==> src/sv/pal_pkg.sv <==
`timescale 1ns / 1ps
// ----------------------------------------------------------------------------
// Positional array list package
// Shared field widths, command and status codes, parameter defaults and the
// control structures that join the controller and the datapath.
// ----------------------------------------------------------------------------
package pal_pkg;

    // Fixed widths of the channel fields.
    localparam int OP_W     = 3;
    localparam int POS_W    = 4;
    localparam int DATA_W   = 32;
    localparam int STATUS_W = 2;
    localparam int COUNT_W  = 5;

    // Defaults for the top-level parameters.
    localparam int PAL_CAPACITY    = 16;
    localparam int PAL_ENTRY_WIDTH = 32;

    // Command codes.
    localparam logic [OP_W-1:0] OP_CREATE   = 3'd0;
    localparam logic [OP_W-1:0] OP_DESTROY  = 3'd1;
    localparam logic [OP_W-1:0] OP_INSERT   = 3'd2;
    localparam logic [OP_W-1:0] OP_DELETE   = 3'd3;
    localparam logic [OP_W-1:0] OP_REPLACE  = 3'd4;
    localparam logic [OP_W-1:0] OP_RETRIEVE = 3'd5;
    localparam logic [OP_W-1:0] OP_TRAVERSE = 3'd6;

    // Result status codes.
    localparam logic [STATUS_W-1:0] ST_OK       = 2'd0;
    localparam logic [STATUS_W-1:0] ST_NOT_INIT = 2'd1;
    localparam logic [STATUS_W-1:0] ST_BAD_POS  = 2'd2;
    localparam logic [STATUS_W-1:0] ST_FULL     = 2'd3;

    // Commands from the controller to the datapath.
    typedef struct packed {
        logic exec;  // run the accepted command and load the result register
        logic step;  // load the next traverse entry into the result register
    } t_cmd;

    // Status from the datapath to the controller.
    typedef struct packed {
        logic trav_more;  // the command being accepted is a traverse of 2+ entries
        logic trav_last;  // the traverse step now due emits the final entry
    } t_sts;

endpackage

==> src/sv/pal_ctrl.sv <==
`timescale 1ns / 1ps
// ----------------------------------------------------------------------------
// Positional array list controller
// Handshake control for both channels and the traverse sequencing state.
// ----------------------------------------------------------------------------
module pal_ctrl (
    input  logic          i_clk,
    input  logic          i_rst_n,
    input  logic          i_in_valid,
    output logic          o_in_ready,
    output logic          o_out_valid,
    input  logic          i_out_ready,
    input  pal_pkg::t_sts i_sts,
    output pal_pkg::t_cmd o_cmd
);
    import pal_pkg::*;

    localparam logic S_IDLE = 1'b0;
    localparam logic S_TRAV = 1'b1;

    logic r_state;
    logic n_state;
    logic r_out_valid;
    logic n_out_valid;
    logic w_free;
    t_cmd w_cmd;

    // The result register can take a new beat when empty or being drained.
    assign w_free     = !r_out_valid || i_out_ready;
    assign o_in_ready = (r_state == S_IDLE) && w_free;
    assign w_cmd.exec = i_in_valid && o_in_ready;
    assign w_cmd.step = (r_state == S_TRAV) && w_free;
    assign o_cmd      = w_cmd;
    assign o_out_valid = r_out_valid;

    always_comb begin
        n_state = r_state;
        unique case (r_state)
            S_IDLE: begin
                if (w_cmd.exec && i_sts.trav_more) begin
                    n_state = S_TRAV;
                end
            end
            S_TRAV: begin
                if (w_cmd.step && i_sts.trav_last) begin
                    n_state = S_IDLE;
                end
            end
            default: begin
                n_state = S_IDLE;
            end
        endcase
    end

    always_comb begin
        if (w_cmd.exec || w_cmd.step) begin
            n_out_valid = 1'b1;
        end else if (i_out_ready) begin
            n_out_valid = 1'b0;
        end else begin
            n_out_valid = r_out_valid;
        end
    end

    always_ff @(posedge i_clk) begin
        if (!i_rst_n) begin
            r_state     <= S_IDLE;
            r_out_valid <= 1'b0;
        end else begin
            r_state     <= n_state;
            r_out_valid <= n_out_valid;
        end
    end

endmodule

==> src/sv/pal_dp.sv <==
`timescale 1ns / 1ps
// ----------------------------------------------------------------------------
// Positional array list datapath
// Entry cells with parallel shift, count and init state, command checks and
// the registered result beat.
// ----------------------------------------------------------------------------
module pal_dp #(
    parameter int CAPACITY    = pal_pkg::PAL_CAPACITY,
    parameter int ENTRY_WIDTH = pal_pkg::PAL_ENTRY_WIDTH
) (
    input  logic                          i_clk,
    input  logic                          i_rst_n,
    input  pal_pkg::t_cmd                 i_cmd,
    output pal_pkg::t_sts                 o_sts,
    input  logic [pal_pkg::OP_W-1:0]      i_operation,
    input  logic [pal_pkg::POS_W-1:0]     i_position,
    input  logic [pal_pkg::DATA_W-1:0]    i_entry_data,
    output logic [pal_pkg::STATUS_W-1:0]  o_status,
    output logic [pal_pkg::DATA_W-1:0]    o_entry_out,
    output logic                          o_entry_valid,
    output logic [pal_pkg::COUNT_W-1:0]   o_item_count,
    output logic                          o_is_empty,
    output logic                          o_is_full,
    output logic                          o_last
);
    import pal_pkg::*;

    localparam int EW = ENTRY_WIDTH;
    localparam int CW = $clog2(CAPACITY + 1);
    localparam int IW = $clog2(CAPACITY);
    localparam int PW = (CW > POS_W) ? CW : POS_W;

    logic [EW-1:0]       r_cell [CAPACITY];
    logic [EW-1:0]       n_cell [CAPACITY];
    logic [EW-1:0]       w_up   [CAPACITY];
    logic [EW-1:0]       w_dn   [CAPACITY];
    logic [CW-1:0]       r_count;
    logic [CW-1:0]       n_count;
    logic                r_init;
    logic                n_init;
    logic [IW-1:0]       r_idx;
    logic [IW-1:0]       n_idx;
    logic [STATUS_W-1:0] r_o_status;
    logic [STATUS_W-1:0] n_o_status;
    logic [EW-1:0]       r_o_entry;
    logic [EW-1:0]       n_o_entry;
    logic                r_o_ev;
    logic                n_o_ev;
    logic                r_o_last;
    logic                n_o_last;
    logic [CW-1:0]       r_o_count;
    logic [CW-1:0]       n_o_count;

    logic [PW-1:0]       w_pos;
    logic [PW-1:0]       w_cnt;
    logic [EW-1:0]       w_data;
    logic [IW-1:0]       w_rd_addr;
    logic [EW-1:0]       w_rd_data;
    logic                w_full;
    logic                w_do_ins;
    logic                w_do_del;
    logic                w_do_rep;

    assign w_pos  = PW'(i_position);
    assign w_cnt  = PW'(r_count);
    assign w_data = EW'(i_entry_data);
    assign w_full = (r_count == CW'(CAPACITY));

    // A new traverse reads the head; other commands read at the position;
    // traverse steps read at the running index.
    always_comb begin
        if (i_cmd.exec) begin
            w_rd_addr = (i_operation == OP_TRAVERSE) ? '0 : IW'(w_pos);
        end else begin
            w_rd_addr = r_idx;
        end
    end
    assign w_rd_data = r_cell[w_rd_addr];

    assign o_sts.trav_more = (i_operation == OP_TRAVERSE) && r_init
                             && (r_count > CW'(1));
    assign o_sts.trav_last = ((CW'(r_idx) + CW'(1)) == r_count);

    // Neighbor values feeding each cell for shift up and shift down.
    for (genvar g = 0; g < CAPACITY; g++) begin : g_nbr
        if (g == 0) begin : g_head
            assign w_up[g] = r_cell[g];
        end else begin : g_body
            assign w_up[g] = r_cell[g-1];
        end
        if (g == CAPACITY - 1) begin : g_tail
            assign w_dn[g] = r_cell[g];
        end else begin : g_rest
            assign w_dn[g] = r_cell[g+1];
        end
    end

    always_comb begin
        for (int i = 0; i < CAPACITY; i++) begin
            n_cell[i] = r_cell[i];
            if (w_do_ins) begin
                if (PW'(i) == w_pos) begin
                    n_cell[i] = w_data;
                end else if (PW'(i) > w_pos) begin
                    n_cell[i] = w_up[i];
                end
            end else if (w_do_del) begin
                if (PW'(i) >= w_pos) begin
                    n_cell[i] = w_dn[i];
                end
            end else if (w_do_rep) begin
                if (PW'(i) == w_pos) begin
                    n_cell[i] = w_data;
                end
            end
        end
    end

    // Command checks and result formation.
    always_comb begin
        n_count    = r_count;
        n_init     = r_init;
        n_idx      = r_idx;
        n_o_status = r_o_status;
        n_o_entry  = r_o_entry;
        n_o_ev     = r_o_ev;
        n_o_last   = r_o_last;
        n_o_count  = r_o_count;
        w_do_ins   = 1'b0;
        w_do_del   = 1'b0;
        w_do_rep   = 1'b0;
        if (i_cmd.exec) begin
            n_o_status = ST_OK;
            n_o_entry  = '0;
            n_o_ev     = 1'b0;
            n_o_last   = 1'b1;
            unique case (i_operation)
                OP_CREATE: begin
                    n_init  = 1'b1;
                    n_count = '0;
                end
                OP_DESTROY: begin
                    n_init  = 1'b0;
                    n_count = '0;
                end
                OP_INSERT: begin
                    if (!r_init) begin
                        n_o_status = ST_NOT_INIT;
                    end else if (w_full) begin
                        n_o_status = ST_FULL;
                    end else if (w_pos > w_cnt) begin
                        n_o_status = ST_BAD_POS;
                    end else begin
                        w_do_ins = 1'b1;
                        n_count  = r_count + CW'(1);
                    end
                end
                OP_DELETE: begin
                    if (!r_init) begin
                        n_o_status = ST_NOT_INIT;
                    end else if (w_pos >= w_cnt) begin
                        n_o_status = ST_BAD_POS;
                    end else begin
                        w_do_del  = 1'b1;
                        n_count   = r_count - CW'(1);
                        n_o_entry = w_rd_data;
                        n_o_ev    = 1'b1;
                    end
                end
                OP_REPLACE: begin
                    if (!r_init) begin
                        n_o_status = ST_NOT_INIT;
                    end else if (w_pos >= w_cnt) begin
                        n_o_status = ST_BAD_POS;
                    end else begin
                        w_do_rep = 1'b1;
                    end
                end
                OP_RETRIEVE: begin
                    if (!r_init) begin
                        n_o_status = ST_NOT_INIT;
                    end else if (w_pos >= w_cnt) begin
                        n_o_status = ST_BAD_POS;
                    end else begin
                        n_o_entry = w_rd_data;
                        n_o_ev    = 1'b1;
                    end
                end
                OP_TRAVERSE: begin
                    if (!r_init) begin
                        n_o_status = ST_NOT_INIT;
                    end else if (r_count != '0) begin
                        n_o_entry = w_rd_data;
                        n_o_ev    = 1'b1;
                        n_o_last  = (r_count == CW'(1));
                        n_idx     = IW'(1);
                    end
                end
                default: begin
                    // Unused code: plain OK beat, nothing changes.
                end
            endcase
            n_o_count = n_count;
        end else if (i_cmd.step) begin
            n_o_status = ST_OK;
            n_o_entry  = w_rd_data;
            n_o_ev     = 1'b1;
            n_o_last   = o_sts.trav_last;
            n_idx      = r_idx + IW'(1);
        end
    end

    always_ff @(posedge i_clk) begin
        if (!i_rst_n) begin
            r_count <= '0;
            r_init  <= 1'b0;
            r_idx   <= '0;
        end else begin
            r_count <= n_count;
            r_init  <= n_init;
            r_idx   <= n_idx;
        end
    end

    always_ff @(posedge i_clk) begin
        r_cell     <= n_cell;
        r_o_status <= n_o_status;
        r_o_entry  <= n_o_entry;
        r_o_ev     <= n_o_ev;
        r_o_last   <= n_o_last;
        r_o_count  <= n_o_count;
    end

    assign o_status      = r_o_status;
    assign o_entry_out   = DATA_W'(r_o_entry);
    assign o_entry_valid = r_o_ev;
    assign o_item_count  = COUNT_W'(r_o_count);
    assign o_is_empty    = (r_o_count == '0);
    assign o_is_full     = (r_o_count == CW'(CAPACITY));
    assign o_last        = r_o_last;

endmodule

==> src/sv/positional_array_list.sv <==
`timescale 1ns / 1ps
// A result beat is in the output register in the cycle after its command is accepted. Throughput:
// one command per cycle unless stalled or mid-traverse; a traverse of N entries emits N beats,
// one a cycle unless stalled. The entry cells, the traverse index and the one-entry result
// register set that rate. The next command is taken in the cycle the final beat of the previous
// one is taken. Reset (synchronous, active low) clears count, init flag and handshake state at once.
// ----------------------------------------------------------------------------
// Positional array list
// Ordered list of up to CAPACITY entries with insert, delete, replace,
// retrieve and traverse commands; every result beat reports status and count.
// ----------------------------------------------------------------------------
module positional_array_list #(
    parameter int CAPACITY    = pal_pkg::PAL_CAPACITY,
    parameter int ENTRY_WIDTH = pal_pkg::PAL_ENTRY_WIDTH
) (
    input  logic                          i_clk,
    input  logic                          i_rst_n,
    // Command channel.
    input  logic                          i_in_valid,
    output logic                          o_in_ready,
    input  logic [pal_pkg::OP_W-1:0]      i_operation,
    input  logic [pal_pkg::POS_W-1:0]     i_position,
    input  logic [pal_pkg::DATA_W-1:0]    i_entry_data,
    // Result channel.
    output logic                          o_out_valid,
    input  logic                          i_out_ready,
    output logic [pal_pkg::STATUS_W-1:0]  o_status,
    output logic [pal_pkg::DATA_W-1:0]    o_entry_out,
    output logic                          o_entry_valid,
    output logic [pal_pkg::COUNT_W-1:0]   o_item_count,
    output logic                          o_is_empty,
    output logic                          o_is_full,
    output logic                          o_last
);
    import pal_pkg::*;

    // The controller owns the handshakes and the traverse sequencing; the
    // datapath owns the entry cells, which shift a whole row in parallel on
    // insert or delete, and the result register.
    t_cmd w_cmd;
    t_sts w_sts;

    pal_ctrl u_ctrl (
        .i_clk       (i_clk),
        .i_rst_n     (i_rst_n),
        .i_in_valid  (i_in_valid),
        .o_in_ready  (o_in_ready),
        .o_out_valid (o_out_valid),
        .i_out_ready (i_out_ready),
        .i_sts       (w_sts),
        .o_cmd       (w_cmd)
    );

    pal_dp #(
        .CAPACITY    (CAPACITY),
        .ENTRY_WIDTH (ENTRY_WIDTH)
    ) u_dp (
        .i_clk         (i_clk),
        .i_rst_n       (i_rst_n),
        .i_cmd         (w_cmd),
        .o_sts         (w_sts),
        .i_operation   (i_operation),
        .i_position    (i_position),
        .i_entry_data  (i_entry_data),
        .o_status      (o_status),
        .o_entry_out   (o_entry_out),
        .o_entry_valid (o_entry_valid),
        .o_item_count  (o_item_count),
        .o_is_empty    (o_is_empty),
        .o_is_full     (o_is_full),
        .o_last        (o_last)
    );

`ifndef SYNTHESIS
    // An accepted command always has a beat waiting in the next cycle.
    a_cmd_gives_beat: assert property (@(posedge i_clk) disable iff (!i_rst_n)
        (i_in_valid && o_in_ready) |=> o_out_valid)
        else $error("accepted command produced no result beat");

    // No new command is taken while a traverse still has beats to send.
    a_no_accept_mid_trav: assert property (@(posedge i_clk) disable iff (!i_rst_n)
        (o_out_valid && !o_last) |-> !o_in_ready)
        else $error("command accepted in the middle of a traverse");

    // An error beat is always a single beat without an entry.
    a_error_single: assert property (@(posedge i_clk) disable iff (!i_rst_n)
        (o_out_valid && (o_status != ST_OK)) |-> (o_last && !o_entry_valid))
        else $error("error result carries an entry or is not final");

    // A beat without an entry shows a zero entry field.
    a_empty_entry_zero: assert property (@(posedge i_clk) disable iff (!i_rst_n)
        (o_out_valid && !o_entry_valid) |-> (o_entry_out == '0))
        else $error("entry field not zero on a beat without an entry");
`endif

endmodule

==> config.mk <==
export PLATFORM = sky130hd
export DESIGN_NAME = positional_array_list
export DESIGN_NICKNAME = d
export VERILOG_FILES = /design/src/sv/pal_pkg.sv /design/src/sv/pal_ctrl.sv /design/src/sv/pal_dp.sv /design/src/sv/positional_array_list.sv
export SDC_FILE = /design/constraint.sdc
export NUM_CORES = 2
export LEC_CHECK = 0
export ABC_AREA = 1
export BUFFER_PORTS_ARGS = -buffer_cell sky130_fd_sc_hd__buf_2
export CAP_MARGIN = 25
export CORE_MARGIN = 8
export CORE_UTILIZATION = 50
export CTS_CLUSTER_SIZE = 28
export DETAILED_ROUTE_END_ITERATION = 12
export PLACE_DENSITY = 0.69
export SLEW_MARGIN = 20
export SYNTH_ARGS = -nofsm -noshare
export SYNTH_HDL_FRONTEND = slang
export SYNTH_SLANG_ARGS = --single-unit
==> constraint.sdc <==
create_clock -name i_clk -period 5.05 [get_ports i_clk]
set_clock_uncertainty 0.2 [all_clocks]
set_input_delay 0.2525 -clock i_clk [delete_from_list [all_inputs] [get_ports i_clk]]
set_output_delay 0.2525 -clock i_clk [all_outputs]
set_load 0.03 [all_outputs]
==> run summary <==
In this run, placement finished with an instance count of 5996. Entering global routing, the biggest net connects 208 pins. Combinational cells account for 14.3% of the total power.

Using the TritonRoute via totals, the vias-per-cell ratio works out to 6.253. The final critical path time including I/O delays and setup was 4.075 ns. The tools report the global-route usage over all layers as 33.72%.

The width of the die is 290.4 um. The path length in cells of the critical path is 13. The library cell used most frequently in the layout, excluding fill and tap cells, is nand2_1. The run finished with clean final reports. Total count of max-transition violations in the final report: 0.

CTS saw 565 sinks. The critical path goes through inv_1, ha_1, inv_1, nor2_8, a21oi_2, nand3_2, inv_2, nand3_4, nand2_4, buf_4, nor2_2, nor2_1, o21ai_0. The worst path arrival time is 4.21 ns, and the max-cap check violation count is 0.

The tools report the leakage component of the power as 17.20 nW. The first global-routing pass estimated 220800 um of wire. The number of input and output port buffers inserted is 87. The critical path in this run is classified as reg -> reg. The tools report the critical path startpoint as u_dp.r_count[3].

For this run, the slowest stage of the critical path takes 0.66 ns. After synthesis, the netlist uses 43 different library cells. Setup repair after global routing left no endpoint under its margin. Once detail routing completed, the nets flagged for antenna violations numbered 0.

Detailed routing inserted a total of 38380 vias. Of all flip-flops after synthesis, the portion carrying an async set or reset was 0%. The worst register-to-register path ends at u_dp.r_cell[467]. The tools report the end point of the critical path as u_dp.r_cell[467]. The number of nets in the final layout was 5157.

The synthesis-to-finish area growth works out to 9.122%. Measured against its own limit, the worst slew margin works out to 14.38%. The worst setup path is launched from a flop. The logs give 0.97 ns for the minimum setup slack among reg-to-reg paths and 41070 um2 for the area of all placed cells without fillers. Total detailed-routing wirelength: 149800 um.

The hold violation total from the final report came out at 0. Registers take 16850 um2. The logs give 8.538 mW for the cell internal power dissipation and 24 for the initial antenna violation count.

The HPWL after detailed placement is 80340 um. Summing every instance area after synthesis gives 37640 um2. The register bit total from synthesis is 565, and the power per cell area is 289.8 nW/um2. Total core area: 74450 um2. The worst path uses 80.70% of the clock period. In the final routed layout, each cell accounts on average for 24.40 um. After the first detailed-routing iteration, the DRC count stood at 6209. During I/O placement, the number of pins put on the boundary was 88. For this run, the top clock speed supported by timing is 245.4 MHz.

After the flow finishes, the layout carries non-filler instances totaling 6138. Synthesis handed over a netlist of 5262 instances. In this run, synthesis inferred 553 flip-flops with an integrated enable. The sequential fraction of the synthesis area is 44.76%, and the final weighted congestion of routability-driven global placement is 0.9236. Setup violations remaining at the end of the flow were counted as 0. The overall die height was 290.4 um.

The post-route netlist has 7.318% of its cells at a drive strength greater than 1. The run gives 3 as the clock tree buffer depth. The required time of the critical path was 5.19 ns; the cell depth of the worst flop-to-flop path was 13. VDD sags by at most 0.2451 mV.

The slowest stage of the critical path is the buf_4 cell. The number of buffers and inverters on the critical path is 4. The top cell types in the final layout, fill and taps aside, are 1375 x nand2_1, 607 x nand3_1, 553 x edfxtp_1. The total number of yosys warnings is 0. The gate family responsible for the most delay along the worst path was simple AND/OR/NAND/NOR gates. For the final routed database, the setup TNS stands at 0 ns. The floorplan has 100 rows.

The clock network is responsible for 41.6% of the overall power. The tools report the fill cell total of the finished layout as 6981. Counting every net in the synthesized netlist gives 5314. The via count of the first global-routing pass is 35395.

The total overflow reported by the global router was 0. The register share of total power was 44.1%; the post-synthesis average cell area was 7.153 um2. The most numerous cell type found on the critical path is inv_1.

Along the worst path, the maximum fanout reaches 27. Length of the first detailed-routing pass in iterations: 8. TritonCTS built the clock tree. The number of levels the H-tree was split into was 3; the instance area at placement was 38770 um2.

After clock tree synthesis, the clock-pin slew on the worst setup and hold paths is 0.06 ns. Origin of the critical flop-to-flop path: u_dp.r_count[3]. The tree is rooted in a clkbuf_16. The power dissipated by switching net loads was 3.365 mW. The actual slew at the worst max-slew pin is 1.284 ns, and the area taken by multi-input logic gates is 17210 um2. Commonest register cell after synthesis: edfxtp_1. Net switching is 28.27% of the power. The run gives 0 as the DRC violation count after routing. The insertion delay of the later-clocked pin in the worst-skew pair was 0.64 ns; the number of clock buffers inserted by TritonCTS was 66. Die area: 84310 um2.

The worst hold path belongs to the class in -> reg. Once the floorplan was initialized, standard cells occupied 50.56% of the core. STA classifies the critical path endpoint as a flop.
[metrics by stage]
step / total power [mW] / util [%] / hold WS [ns] / setup WS (ns)
CTS: 11.83 / 55.06 / 0.06327 / 1.075
finish: 11.90 / 55.17 / 0.08317 / 0.9747
detailed placement: 6.967 / 52.08 / 0.2889 / 1.063
global route: 12.18 / 55.16 / 0.09050 / 0.7545
floorplan: 6.407 / - / 0.1419 / 0.002041
global placement: 6.946 / 51.97 / 0.2827 / 1.101
[final cells by class]
type	instances	area share [%]
repair buffers	193	3.796
clock inverters	28	0.7494
well taps	969	2.952
flip-flops and latches	565	41.02
multi-input cells	3728	41.90
clock buffers	87	4.445
inverters	551	5.039
diodes	17	0.1036
[cells by family after synthesis]
kind of cell | share of synthesized area (%)
buffers and inverters | 10.57
XOR/XNOR | 0.2560
AO/OA/AOI/OAI | 15.11
adder cells (fa/ha/maj) | 0.2992
AND/OR/NAND/NOR | 29.01
flip-flops | 44.76
[power groups by stage]
| stage | logic [mW] | clock network [mW] | registers, mW |
|---|---|---|---|
| 2_1_floorplan | 1.01 | 0 | 5.40 |
| 6_report | 1.70 | 4.96 | 5.25 |
| 3_3_place_gp | 1.60 | 0 | 5.35 |
| 4_1_cts | 1.63 | 4.95 | 5.25 |
| 3_5_place_dp | 1.62 | 0 | 5.35 |
| 5_1_grt | 1.80 | 5.13 | 5.25 |
[registers in the layout, summed over array words and instances (netlist names)]
| name | cells |
|---|---|
| u_ctrl.o_out_valid | 1 |
| u_ctrl.r_state | 1 |
| u_dp.o_entry_out | 32 |
| u_dp.o_entry_valid | 1 |
| u_dp.o_item_count | 5 |
| u_dp.o_last | 1 |
| u_dp.o_status | 2 |
| u_dp.r_cell | 512 |
| u_dp.r_count | 5 |
| u_dp.r_idx | 4 |
| u_dp.r_init | 1 |
[synth_stat cells (3+ instances only)]
library cell / instances / area [um2]
nor2_2: 11 / 68.82
o22ai_1: 8 / 50.05
dfxtp_1: 12 / 240.2
o21ai_1: 154 / 770.7
nor3_1: 4 / 20.02
buf_6: 16 / 180.2
buf_4: 12 / 90.09
inv_1: 545 / 2046
edfxtp_1: 553 / 16610
xor2_1: 7 / 61.31
nor2_1: 532 / 1997
ha_1: 9 / 112.6
nand3_1: 607 / 3038
o21ai_0: 446 / 2232
nand3_2: 4 / 40.04
buf_2: 112 / 560.5
o221ai_1: 27 / 236.5
nor2_4: 24 / 270.3
buf_1: 17 / 63.81
xnor2_1: 4 / 35.03
clkbuf_1: 256 / 960.9
a21oi_1: 462 / 2312
nand2_1: 1375 / 5161
nand2_2: 4 / 25.02
nand4_1: 34 / 212.7
buf_8: 3 / 45.04
inv_2: 6 / 22.52
[worst reg2reg max path: stages (launching register included)]
cell,delay [ns]
dfxtp_1,0.56
inv_1,0.18
ha_1,0.30
inv_1,0.14
nor2_8,0.06
a21oi_2,0.18
nand3_2,0.15
inv_2,0.14
nand3_4,0.20
nand2_4,0.45
buf_4,0.66
nor2_2,0.30
nor2_1,0.17
o21ai_0,0.11
[worst min path at each step]
stage / startpoint / end / slack, ns / depth (start not counted)
finish: i_entry_data[13] / u_dp.r_cell[13] / 0.08 / 3
global route: i_entry_data[13] / u_dp.r_cell[13] / 0.09 / 3
CTS: i_entry_data[27] / u_dp.r_cell[27] / 0.06 / 3
detailed placement: i_operation[0] / u_dp.r_init / 0.29 / 2
global placement: i_operation[0] / u_dp.r_init / 0.28 / 2
floorplan: i_operation[0] / u_dp.r_init / 0.14 / 1
[what timing repair did]
action                                 4_1_cts  5_1_grt
endpoints found under the hold margin       18        0
resized for setup                            0        0
setup buffers                                0        0
hold buffers                                 8        0
[metal layers]
metal / part of all wire [%] / GRT usage (%) / wire length (um)
met1: 36 / 43.34 / 54180
met2: 43 / 51.06 / 64380
met3: 14 / 7.903 / 20600
met4: 7.1 / 21.26 / 10580
met5: 0.022 / 0 / 33
Note: power is estimated with default switching activity, not from simulation.
